--- src/scf_pkg.sv ---
// Package for the scroll camera follow unit: payload types, opcodes, register indexes, helpers.
`default_nettype none
package scf_pkg;

   localparam int unsigned FRAC_BITS = 8;
   localparam logic [7:0] SHIFT_LIMIT = 8'd7;
   localparam int unsigned CSR_ADDR_W = 3;
   localparam int unsigned CSR_DATA_W = 16;

   typedef enum logic [2:0] {
      OP_SET     = 3'd0,
      OP_ADD     = 3'd1,
      OP_TARGET  = 3'd2,
      OP_UNTRACK = 3'd3,
      OP_STEP    = 3'd4,
      OP_RECLAMP = 3'd5,
      OP_TO_SCR  = 3'd6,
      OP_TO_WLD  = 3'd7
   } op_type;

   typedef enum logic [CSR_ADDR_W-1:0] {
      CSR_MIN_X  = 3'd0,
      CSR_MIN_Y  = 3'd1,
      CSR_MAX_X  = 3'd2,
      CSR_MAX_Y  = 3'd3,
      CSR_ENABLE = 3'd4
   } csr_addr_type;

   typedef struct packed {
      logic [2:0]          opcode;
      logic signed [15:0]  value_x;
      logic signed [15:0]  value_y;
      logic [7:0]          step_shift;
   } req_type;

   typedef struct packed {
      logic signed [15:0]  pos_x;
      logic signed [15:0]  pos_y;
      logic [7:0]          scroll_x;
      logic [7:0]          scroll_y;
      logic signed [15:0]  conv_x;
      logic signed [15:0]  conv_y;
      logic                following;
   } rsp_type;

   // When the bounds cross, a value below the minimum takes the minimum and any other value takes the maximum.
   function automatic logic signed [15:0] clamp16(input logic signed [15:0] v,
                                                  input logic signed [15:0] lo,
                                                  input logic signed [15:0] hi);
      logic signed [15:0] r;
      if (v < lo) begin
         r = lo;
      end else if (v > hi) begin
         r = hi;
      end else begin
         r = v;
      end
      return r;
   endfunction

   // Integer part of a Q8.8 value, sign extended to 16 bits.
   function automatic logic signed [15:0] int_part(input logic signed [15:0] v);
      return v >>> FRAC_BITS;
   endfunction

endpackage
`default_nettype wire

--- src/scroll_camera_follow_unit.sv ---
// Scroll camera follow unit: Q8.8 camera position, target following, clamping, conversions.
//
// Usage:
//  - Request channel (req_valid, req_stall, req_data): one command per request,
//    taken at an edge where req_valid is high and req_stall is low.
//  - Response channel (rsp_valid, rsp_stall, rsp_data): exactly one response per
//    request, in order, held stable while rsp_stall is high.
//  - CSR port (csr_wen, csr_addr, csr_wdata): bounds and clamp enable; write only
//    while no request is in flight.
//  - Path from request accept to response valid: the request register, then the update
//    logic writes the camera state and the response register.
//  - Throughput: one request per cycle while the response is not stalled; the camera
//    state is read and written once per cycle, when the single update stage advances.
//  - Stall: a stalled response holds the update stage; the request register still takes
//    one more request if it is empty, then req_stall rises until the response drains.
//  - Reset: clears position, target, following and all CSRs to zero and empties
//    both stages.
`default_nettype none
module scroll_camera_follow_unit (
   input  wire logic                              clock,
   input  wire logic                              reset,
   input  wire logic                              req_valid,
   output logic                                   req_stall,
   input  wire scf_pkg::req_type                  req_data,
   output logic                                   rsp_valid,
   input  wire logic                              rsp_stall,
   output scf_pkg::rsp_type                       rsp_data,
   input  wire logic                              csr_wen,
   input  wire logic [scf_pkg::CSR_ADDR_W-1:0]    csr_addr,
   input  wire logic [scf_pkg::CSR_DATA_W-1:0]    csr_wdata
);

   logic                 in_valid_ff, in_valid_in;
   scf_pkg::req_type     in_data_ff;
   logic                 out_valid_ff, out_valid_in;
   scf_pkg::rsp_type     out_data_ff, out_data_in;

   logic signed [15:0]   cam_x_ff, cam_x_in, cam_y_ff, cam_y_in;
   logic signed [15:0]   goal_x_ff, goal_x_in, goal_y_ff, goal_y_in;
   logic                 follow_ff, follow_in;

   logic signed [15:0]   min_x_ff, min_y_ff, max_x_ff, max_y_ff;
   logic                 bound_en_ff;

   logic                 out_free, advance, take;
   scf_pkg::op_type      op;
   logic [2:0]           shift;
   logic signed [15:0]   dx, dy, stepped_x, stepped_y;
   logic signed [15:0]   pre_x, pre_y;
   logic                 do_clamp;
   logic signed [15:0]   conv_x, conv_y;

   assign out_free  = !out_valid_ff || !rsp_stall;
   assign advance   = in_valid_ff && out_free;
   assign req_stall = in_valid_ff && !out_free;
   assign take      = req_valid && !req_stall;
   assign rsp_valid = out_valid_ff;
   assign rsp_data  = out_data_ff;

   assign in_valid_in  = take || (in_valid_ff && !advance);
   assign out_valid_in = advance || (out_valid_ff && rsp_stall);

   // Update stage.
   always_comb begin
      op        = scf_pkg::op_type'(in_data_ff.opcode);
      shift     = (in_data_ff.step_shift > scf_pkg::SHIFT_LIMIT) ?
                  scf_pkg::SHIFT_LIMIT[2:0] : in_data_ff.step_shift[2:0];
      dx        = goal_x_ff - cam_x_ff;
      dy        = goal_y_ff - cam_y_ff;
      stepped_x = cam_x_ff + (dx >>> shift);
      stepped_y = cam_y_ff + (dy >>> shift);
      pre_x     = cam_x_ff;
      pre_y     = cam_y_ff;
      do_clamp  = 1'b0;
      goal_x_in = goal_x_ff;
      goal_y_in = goal_y_ff;
      follow_in = follow_ff;
      conv_x    = '0;
      conv_y    = '0;
      unique case (op)
         scf_pkg::OP_SET: begin
            pre_x    = in_data_ff.value_x;
            pre_y    = in_data_ff.value_y;
            do_clamp = 1'b1;
         end
         scf_pkg::OP_ADD: begin
            pre_x    = cam_x_ff + in_data_ff.value_x;
            pre_y    = cam_y_ff + in_data_ff.value_y;
            do_clamp = 1'b1;
         end
         scf_pkg::OP_TARGET: begin
            goal_x_in = in_data_ff.value_x;
            goal_y_in = in_data_ff.value_y;
            follow_in = 1'b1;
         end
         scf_pkg::OP_UNTRACK: begin
            follow_in = 1'b0;
         end
         scf_pkg::OP_STEP: begin
            if (follow_ff) begin
               pre_x    = stepped_x;
               pre_y    = stepped_y;
               do_clamp = 1'b1;
               // drop following once the target is hit exactly, before clamping
               if (stepped_x == goal_x_ff && stepped_y == goal_y_ff) begin
                  follow_in = 1'b0;
               end
            end
         end
         scf_pkg::OP_RECLAMP: begin
            do_clamp = 1'b1;
         end
         scf_pkg::OP_TO_SCR: begin
            conv_x = in_data_ff.value_x - scf_pkg::int_part(cam_x_ff);
            conv_y = in_data_ff.value_y - scf_pkg::int_part(cam_y_ff);
         end
         scf_pkg::OP_TO_WLD: begin
            conv_x = in_data_ff.value_x + scf_pkg::int_part(cam_x_ff);
            conv_y = in_data_ff.value_y + scf_pkg::int_part(cam_y_ff);
         end
         default: begin
         end
      endcase
      if (do_clamp && bound_en_ff) begin
         cam_x_in = scf_pkg::clamp16(pre_x, min_x_ff, max_x_ff);
         cam_y_in = scf_pkg::clamp16(pre_y, min_y_ff, max_y_ff);
      end else begin
         cam_x_in = pre_x;
         cam_y_in = pre_y;
      end
      out_data_in.pos_x     = cam_x_in;
      out_data_in.pos_y     = cam_y_in;
      out_data_in.scroll_x  = cam_x_in[15:8];
      out_data_in.scroll_y  = cam_y_in[15:8];
      out_data_in.conv_x    = conv_x;
      out_data_in.conv_y    = conv_y;
      out_data_in.following = follow_in;
   end

   always_ff @(posedge clock) begin
      if (reset) begin
         in_valid_ff  <= 1'b0;
         out_valid_ff <= 1'b0;
         cam_x_ff     <= '0;
         cam_y_ff     <= '0;
         goal_x_ff    <= '0;
         goal_y_ff    <= '0;
         follow_ff    <= 1'b0;
         min_x_ff     <= '0;
         min_y_ff     <= '0;
         max_x_ff     <= '0;
         max_y_ff     <= '0;
         bound_en_ff  <= 1'b0;
      end else begin
         in_valid_ff  <= in_valid_in;
         out_valid_ff <= out_valid_in;
         if (advance) begin
            cam_x_ff  <= cam_x_in;
            cam_y_ff  <= cam_y_in;
            goal_x_ff <= goal_x_in;
            goal_y_ff <= goal_y_in;
            follow_ff <= follow_in;
         end
         if (csr_wen) begin
            unique case (csr_addr)
               scf_pkg::CSR_MIN_X:  min_x_ff    <= csr_wdata;
               scf_pkg::CSR_MIN_Y:  min_y_ff    <= csr_wdata;
               scf_pkg::CSR_MAX_X:  max_x_ff    <= csr_wdata;
               scf_pkg::CSR_MAX_Y:  max_y_ff    <= csr_wdata;
               scf_pkg::CSR_ENABLE: bound_en_ff <= csr_wdata[0];
               default: begin
               end
            endcase
         end
      end
   end

   // Payload registers need no reset.
   always_ff @(posedge clock) begin
      if (take) begin
         in_data_ff <= req_data;
      end
      if (advance) begin
         out_data_ff <= out_data_in;
      end
   end

`ifndef SYNTH
   a_stall_needs_full: assert property (@(posedge clock) disable iff (reset)
      req_stall |-> in_valid_ff)
      else $error("request stall without a held request");

   a_untrack_clears: assert property (@(posedge clock) disable iff (reset)
      advance && (in_data_ff.opcode == scf_pkg::OP_UNTRACK) |=> !rsp_data.following)
      else $error("clear target left following on");

   a_conv_zero: assert property (@(posedge clock) disable iff (reset)
      advance && (in_data_ff.opcode != scf_pkg::OP_TO_SCR)
      && (in_data_ff.opcode != scf_pkg::OP_TO_WLD)
      |=> (rsp_data.conv_x == 16'sd0) && (rsp_data.conv_y == 16'sd0))
      else $error("conversion field nonzero on a non-conversion request");

   a_set_clamped: assert property (@(posedge clock) disable iff (reset)
      advance && (in_data_ff.opcode == scf_pkg::OP_SET) && bound_en_ff
      && (min_x_ff <= max_x_ff)
      |=> (rsp_data.pos_x >= $past(min_x_ff)) && (rsp_data.pos_x <= $past(max_x_ff)))
      else $error("set position escaped the horizontal bounds");

   a_state_matches_rsp: assert property (@(posedge clock) disable iff (reset)
      advance |=> (rsp_data.pos_x == cam_x_ff) && (rsp_data.following == follow_ff))
      else $error("response disagrees with camera state");
`endif

endmodule
`default_nettype wire

--- config.mk ---
export PLATFORM = sky130hd
export DESIGN_NAME = scroll_camera_follow_unit
export DESIGN_NICKNAME = d
export VERILOG_FILES = /design/src/scf_pkg.sv /design/src/scroll_camera_follow_unit.sv
export SDC_FILE = /design/constraint.sdc
export NUM_CORES = 1
export LEC_CHECK = 0
export BUFFER_PORTS_ARGS = -buffer_cell sky130_fd_sc_hd__buf_4
export CAP_MARGIN = 10
export CORE_MARGIN = 2
export CORE_UTILIZATION = 50
export CTS_BUF_LIST = sky130_fd_sc_hd__clkbuf_16
export CTS_CLUSTER_DIAMETER = 50
export DETAILED_ROUTE_END_ITERATION = 8
export HOLD_SLACK_MARGIN = 0.15
export PLACE_DENSITY_LB_ADDON = 0.15
export SLEW_MARGIN = 15
export SYNTH_ARGS = -nofsm -noshare
export SYNTH_HDL_FRONTEND = slang
export SYNTH_SLANG_ARGS = --single-unit
--- constraint.sdc ---
create_clock -name clock -period 10.1 [get_ports clock]
set_clock_uncertainty 0.05 [all_clocks]
set_input_delay 2.02 -clock clock [delete_from_list [all_inputs] [get_ports clock]]
set_output_delay 2.02 -clock clock [all_outputs]
set_load 0.05 [all_outputs]
== Yosys cells after proc, flatten, opt, wreduce, memory -nomap -nowiden ==
Index checks and enable logic that the tools add are counted.

* Flip-flop bits (word level): 256
* Word-level logic and storage cells: 95

* $add $sub $neg: 10
* Magnitude comparators: 5
* Equality and inequality tests: 13
* Shift operators: 2
* Muxes and demuxes: 18
* Reduce and logical (&&, ||, !) cells: 24

{| class="wikitable"
|+ Operator list
! operator !! count
|-
| two-way mux 16 bit || 8
|-
| one-hot mux 16 bit (3 select lines) || 2
|-
| adder 16 bit || 4
|-
| one-hot mux 16 bit (2 select lines) || 2
|-
| adder 16 x 8 -> 16 bit || 2
|-
| == test 16 bit || 2
|-
| > comparator 16 bit || 2
|-
| < comparator 16 bit || 2
|-
| >>> shifter 16 x 3 -> 16 bit || 2
|-
| subtractor 16 bit || 2
|-
| subtractor 16 x 8 -> 16 bit || 2
|-
| == test 3 bit, second input constant || 5
|-
| == test 3 x 2 -> 1 bit, second input constant || 4
|-
| AND reduction 2 bit || 6
|-
| > comparator 8 x 3 -> 1 bit, second input constant || 1
|-
| logical AND 1 bit || 7
|-
| == test 3 x 1 -> 1 bit, second input constant || 2
|-
| zero test 3 bit || 2
|-
| zero test 1 bit || 5
|-
| logical OR 1 bit || 3
|-
| two-way mux 1 bit || 3
|-
| two-way mux 3 bit || 1
|-
| one-hot mux 1 bit (3 select lines) || 1
|-
| OR reduction 3 bit || 1
|-
| one-hot mux 1 bit (2 select lines) || 1
|}

== Longest topological paths before layout ==
* Depth after elaboration: 10
* Gate-level depth with buffers: 35
* Gate-level depth less buffers: 33

== Worst setup path after synthesis ==
OpenSTA, ideal clock, no wires.

* Path type: register to register
* Start: reg cam_x_ff[1]
* End: reg out_data_ff (netlist bit rsp_data[66]) (data pin)
* Data arrival time: 6.948 ns
* Setup slack: 2.846 ns
* Stages on the path, launching flop included: 32
* Buffers on the path: 2
* Clock period less this slack: 7.254 ns
* Cells stage by stage: dfxtp_1 -> inv_1 -> ha_1 -> nor2b_1 -> o31a_1 -> o41ai_2 -> a21oi_1 -> a211oi_2 -> xnor3_1 -> and2_1 -> a2111oi_0 -> a221oi_1 -> ha_1 -> and4_1 -> a21o_1 -> nand3_1 -> a211o_1 -> xnor3_1 -> a2111oi_0 -> a221o_1 -> inv_1 -> ha_1 -> and3_1 -> nand3_1 -> or3_1 -> a221oi_2 -> o41ai_2 -> or2_1 -> buf_6 -> buf_6 -> a2bb2oi_1 -> o22a_1

* Cells in the longest elaborated chain, start to end: 9

{| class="wikitable"
|+ RTL lines
! item !! RTL line !! text
|-
| start: declaration || scroll_camera_follow_unit.sv:38 || <nowiki>logic signed [15:0] cam_x_ff, cam_x_in, cam_y_ff, cam_y_in;</nowiki>
|-
| start signal: assignment || scroll_camera_follow_unit.sv:158 || <nowiki>cam_x_ff <= cam_x_in;</nowiki>
|-
| subtractor 16 bit || scroll_camera_follow_unit.sv:68 || <nowiki>dx = goal_x_ff - cam_x_ff;</nowiki>
|-
| >>> shifter 16 x 3 -> 16 bit || scroll_camera_follow_unit.sv:70 || <nowiki>stepped_x = cam_x_ff + (dx >>> shift);</nowiki>
|-
| adder 16 bit || scroll_camera_follow_unit.sv:70 ||
|-
| two-way mux 16 bit || scroll_camera_follow_unit.sv:100 || <nowiki>if (follow_ff) begin</nowiki>
|-
| one-hot mux 16 bit (3 select lines) (*) || scroll_camera_follow_unit.sv:80 || <nowiki>unique case (op)</nowiki>
|-
| > comparator 16 bit || scf_pkg.sv:53 || <nowiki>end else if (v > hi) begin</nowiki>
|-
| two-way mux 16 bit || scf_pkg.sv:53 ||
|-
| two-way mux 16 bit || scf_pkg.sv:51 || <nowiki>if (v < lo) begin</nowiki>
|-
| two-way mux 16 bit (*) || scroll_camera_follow_unit.sv:124 || <nowiki>if (do_clamp && bound_en_ff) begin</nowiki>
|-
| net cam_x_in[1] || scroll_camera_follow_unit.sv:38 ||
|-
| end signal: assignment || scroll_camera_follow_unit.sv:184 || <nowiki>out_data_ff <= out_data_in;</nowiki>
|-
| end: declaration || scroll_camera_follow_unit.sv:36 || <nowiki>scf_pkg::rsp_type out_data_ff, out_data_in;</nowiki>
|}

The timed path passes the listed nets; every way through them passes the cells marked *.
A chain may end at the register's enable or synchronous reset.

== Final worst setup path ==
* Start: reg cam_x_ff[1]
* End: reg cam_x_ff[10]

* Cells in the longest elaborated chain, start to end: 9

{| class="wikitable"
|+ RTL lines
! item !! RTL line
|-
| subtractor 16 bit || scroll_camera_follow_unit.sv:68
|-
| >>> shifter 16 x 3 -> 16 bit || scroll_camera_follow_unit.sv:70
|-
| adder 16 bit || scroll_camera_follow_unit.sv:70
|-
| two-way mux 16 bit || scroll_camera_follow_unit.sv:100
|-
| one-hot mux 16 bit (3 select lines) (*) || scroll_camera_follow_unit.sv:80
|-
| > comparator 16 bit || scf_pkg.sv:53
|-
| two-way mux 16 bit || scf_pkg.sv:53
|-
| two-way mux 16 bit || scf_pkg.sv:51
|-
| two-way mux 16 bit (*) || scroll_camera_follow_unit.sv:124
|-
| net cam_x_in[10] || scroll_camera_follow_unit.sv:38
|}

Marked as above.

==> impl_metrics.csv <==
group,metric,value,unit
power,vdd_drop_max,0.1164,mV
sta,period_needed,9470,ps
cts,cts_root_buffer,"clkbuf_16",
cts,cts_hold_buf,0,
detailed_routing,firstDrtPassIters,6,
power,p_total,3895,uW
cts,cts_tree,"built",
floorplan,dieArea,40290,um^2
global_route,busiest_layer,"met2",
global_route,gr-usage-met1,44.58,%
cts,clk_pin_slew_worst_paths,50,ps
cts,cts_buffers,38,
detailed_routing,antenna_left,0,
cells_and_area,antennaDiodeCount,0,
power,sw_frac_of_total,37.91,%
sta,fmax,105.6,MHz
worst_setup_path,worstPathArrival,9840,ps
detailed_routing,drt-total-wl,66700,um
floorplan,core_area,38470,um^2
power,p_seq_share,28.8,%
floorplan,die_w,200.7,um
floorplan,start_util,50.30,%
worst_setup_path,slowest_stage,"o41a_1",
placement,dp_hpwl,52030,um
worst_setup_path,cpPeakStageDelay,650,ps
detailed_routing,drtIter0Drc,1970,
global_route,grt_use_total,32.30,%
cells_and_area,num-nets-final,2705,
cts,cts.sinks,240,
logic_synthesis,syn_nets,2616,
placement,numPortBuffers,149,
cts,ctsLongestPathBuffers,3,
global_route,grt_pass1_vias,17230,
logic_synthesis,synth_top_area_share,16.76,%
cells_and_area,syn2layout_area_growth,13.60,%
detailed_routing,via_count,18470,
logic_synthesis,synth_async_sr_flop_share,0,%
logic_synthesis,ys.flop_type,"dfxtp_1",
sta,setup_violations,0,
detailed_routing,post_drt_wl_per_cell,22.31,um
sta,period_share,93.76,%
sta,slew_viol_final,0,
floorplan,num_rows,72,
sta,worst_slew_pin_slew,1065,ps
worst_setup_path,critPathKind,"reg -> reg",
cells_and_area,drive_above_1_share,11.04,%
hold_path,hold_class,"reg -> reg",
sta,hold_viol,0,
global_route,grt_max_degree,75,
sta,holdWs,400.3,ps
cts,clk_latency,550,ps
logic_synthesis,synth.ff_latch_count,240,
power,internal_power,2418,uW
worst_setup_path,worstSetupEndpointType,"register",
logic_synthesis,yosys-top-cells-area,"edfxtp_1 17%, dfxtp_1 14%, ha_1 12%",
global_route,gr-usage-met3,5.682,%
floorplan,io-pin-count,150,
placement,gp_congestion,1.002,
cts,postCtsSetupRepairBufs,0,
logic_synthesis,synthCells,2355,
power,combPwrFrac,38.1,%
detailed_routing,viasPerCell,6.176,
global_route,antenna_found_initial,0,
global_route,overflow,0,
worst_setup_path,worst-path-max-fanout,15,
worst_setup_path,crit_path_start_kind,"register",
cts,ctsHtreeMaxLevel,2,
sta,final.setup.tns,0,ps
power,power.density,177.2,nW/um^2
logic_synthesis,synth_seq_area_share,30.42,%
floorplan,die_y,200.7,um
logic_synthesis,yosysTopAreaCell,"edfxtp_1",
power,clockPowerShare,33.1,%
global_route,grt_pass1_wl,101200,um
placement,place_ws,844.4,ps
logic_synthesis,syn_area_per_cell,8.216,um^2
worst_setup_path,required,10470,ps
sta,worst_slack,630.2,ps
cells_and_area,nFillCells,3574,
power,p_leak,0.008977,uW
detailed_routing,drc_errors,0,
job,max_cap_violations,0,
logic_synthesis,yosysWarnings,0,
logic_synthesis,synth.cell_area,19350,um^2
run_status,status,"completed",
sta,slew_headroom,28.74,%
sta,rsz0062_at_grt,"no",
cts,ctsResizeCount,0,
logic_synthesis,synth_edf_count,108,
logic_synthesis,yosysUniqueCellTypes,88,
global_route,met2_usage,50.60,%
power,switching_power,1477,uW
[synth_stat cells (46+ instances only)]
cell and n:
a21oi_1 241, clkbuf_1 89, dfxtp_1 132, edfxtp_1 108, ha_1 186, inv_1 144, nand2_1 310, nand3_1 46
nor2_1 179, nor3_1 46, o21a_1 50, o21ai_0 117, xnor2_1 77
[per-stage QoR]
step / util [%] / std cells / instance area [um^2]
2_1_floorplan: - / 2355 / 19350
3_3_place_gp: 53.91 / 2922 / 20740
3_5_place_dp: 53.91 / 2922 / 20740
4_1_cts: 57.14 / 2990 / 21980
5_1_grt: 57.14 / 2990 / 21980
6_report: 57.14 / 2990 / 21980
[state kept, by name, summed over array words and instances, names as in the netlist]
| name | count |
|---|---|
| in_valid_ff | 1 |
| cam_y_ff | 16 |
| in_data_ff | 40 |
| min_y_ff | 16 |
| max_x_ff | 16 |
| rsp_data | 65 |
| rsp_valid | 1 |
| max_y_ff | 16 |
| goal_x_ff | 16 |
| goal_y_ff | 16 |
| follow_ff | 1 |
| op | 3 |
| bound_en_ff | 1 |
| cam_x_ff | 16 |
| min_x_ff | 16 |
[path summary, 6_finish.rpt]
kind	start	to	slack, ps	cells after the start
max	cam_x_ff[1]	cam_x_ff[10]	630	30
min	min_x_ff[2]	min_x_ff[2]	400	2
max reg2reg	cam_x_ff[1]	cam_x_ff[10]	630	30
min reg2reg	min_x_ff[2]	min_x_ff[2]	400	2
[worst max-delay path: cells and delay by family (launching register included)]
kind	cells	cell delay, ps
AOI/OAI and AO/OA	18	6100
xor gates and xnor gates	1	370
adders and majority gates	3	920
buffers and inverters	2	190
DFF	1	630
muxes	1	190
and+or+nand+nor	5	870
[final cells by class]
cell class	count	area, um^2	area share (%)
Clock buffer	40	1001	4.554
Clock inverter	28	242.7	1.104
Inverter	144	541.8	2.465
Multi-Input combinational cell	1851	12390	56.38
Sequential cell	240	5886	26.78
Tap cell	518	648.1	2.949
Timing Repair Buffer	169	1269	5.772
[kinds of logic after synthesis]
| family | after synthesis | share of synthesized area (%) |
|---|---|---|
| AO/OA/AOI/OAI | 763 | 26.15 |
| XOR/XNOR | 120 | 5.871 |
| adder cells (fa/ha/maj) | 194 | 12.85 |
| buffers and inverters | 264 | 5.626 |
| flip-flops | 240 | 30.42 |
| multiplexers | 34 | 1.778 |
| AND/OR/NAND/NOR | 740 | 17.30 |
[cell usage in the layout (no fill, tap or decap), types with 50 or more instances in the layout]
cell type  Yosys  routed
edfxtp_1     108     108
inv_1        144     148
a21oi_1      241     241
o21ai_0      117     116
nand2_1      310     310
buf_4         16     169
nor2_1       179     177
o21a_1        50      50
ha_1         186     186
dfxtp_1      132     132
xnor2_1       77      77
[routing by layer]
metal / up-vias / routed length [um]
li1: 8773 / -
met1: 8746 / 29430
met2: 794 / 29320
met3: 152 / 5372
met4: 0 / 2572
met5: - / 0
[power groups by stage]
stage	logic (uW)	registers [uW]	clock network (uW)
2_1_floorplan	1020	1170	0
3_3_place_gp	1440	1140	0
3_5_place_dp	1450	1140	0
4_1_cts	1460	1120	1310
5_1_grt	1600	1120	1350
6_report	1480	1120	1290
No activity file was read; power rests on OpenSTA's default activity.
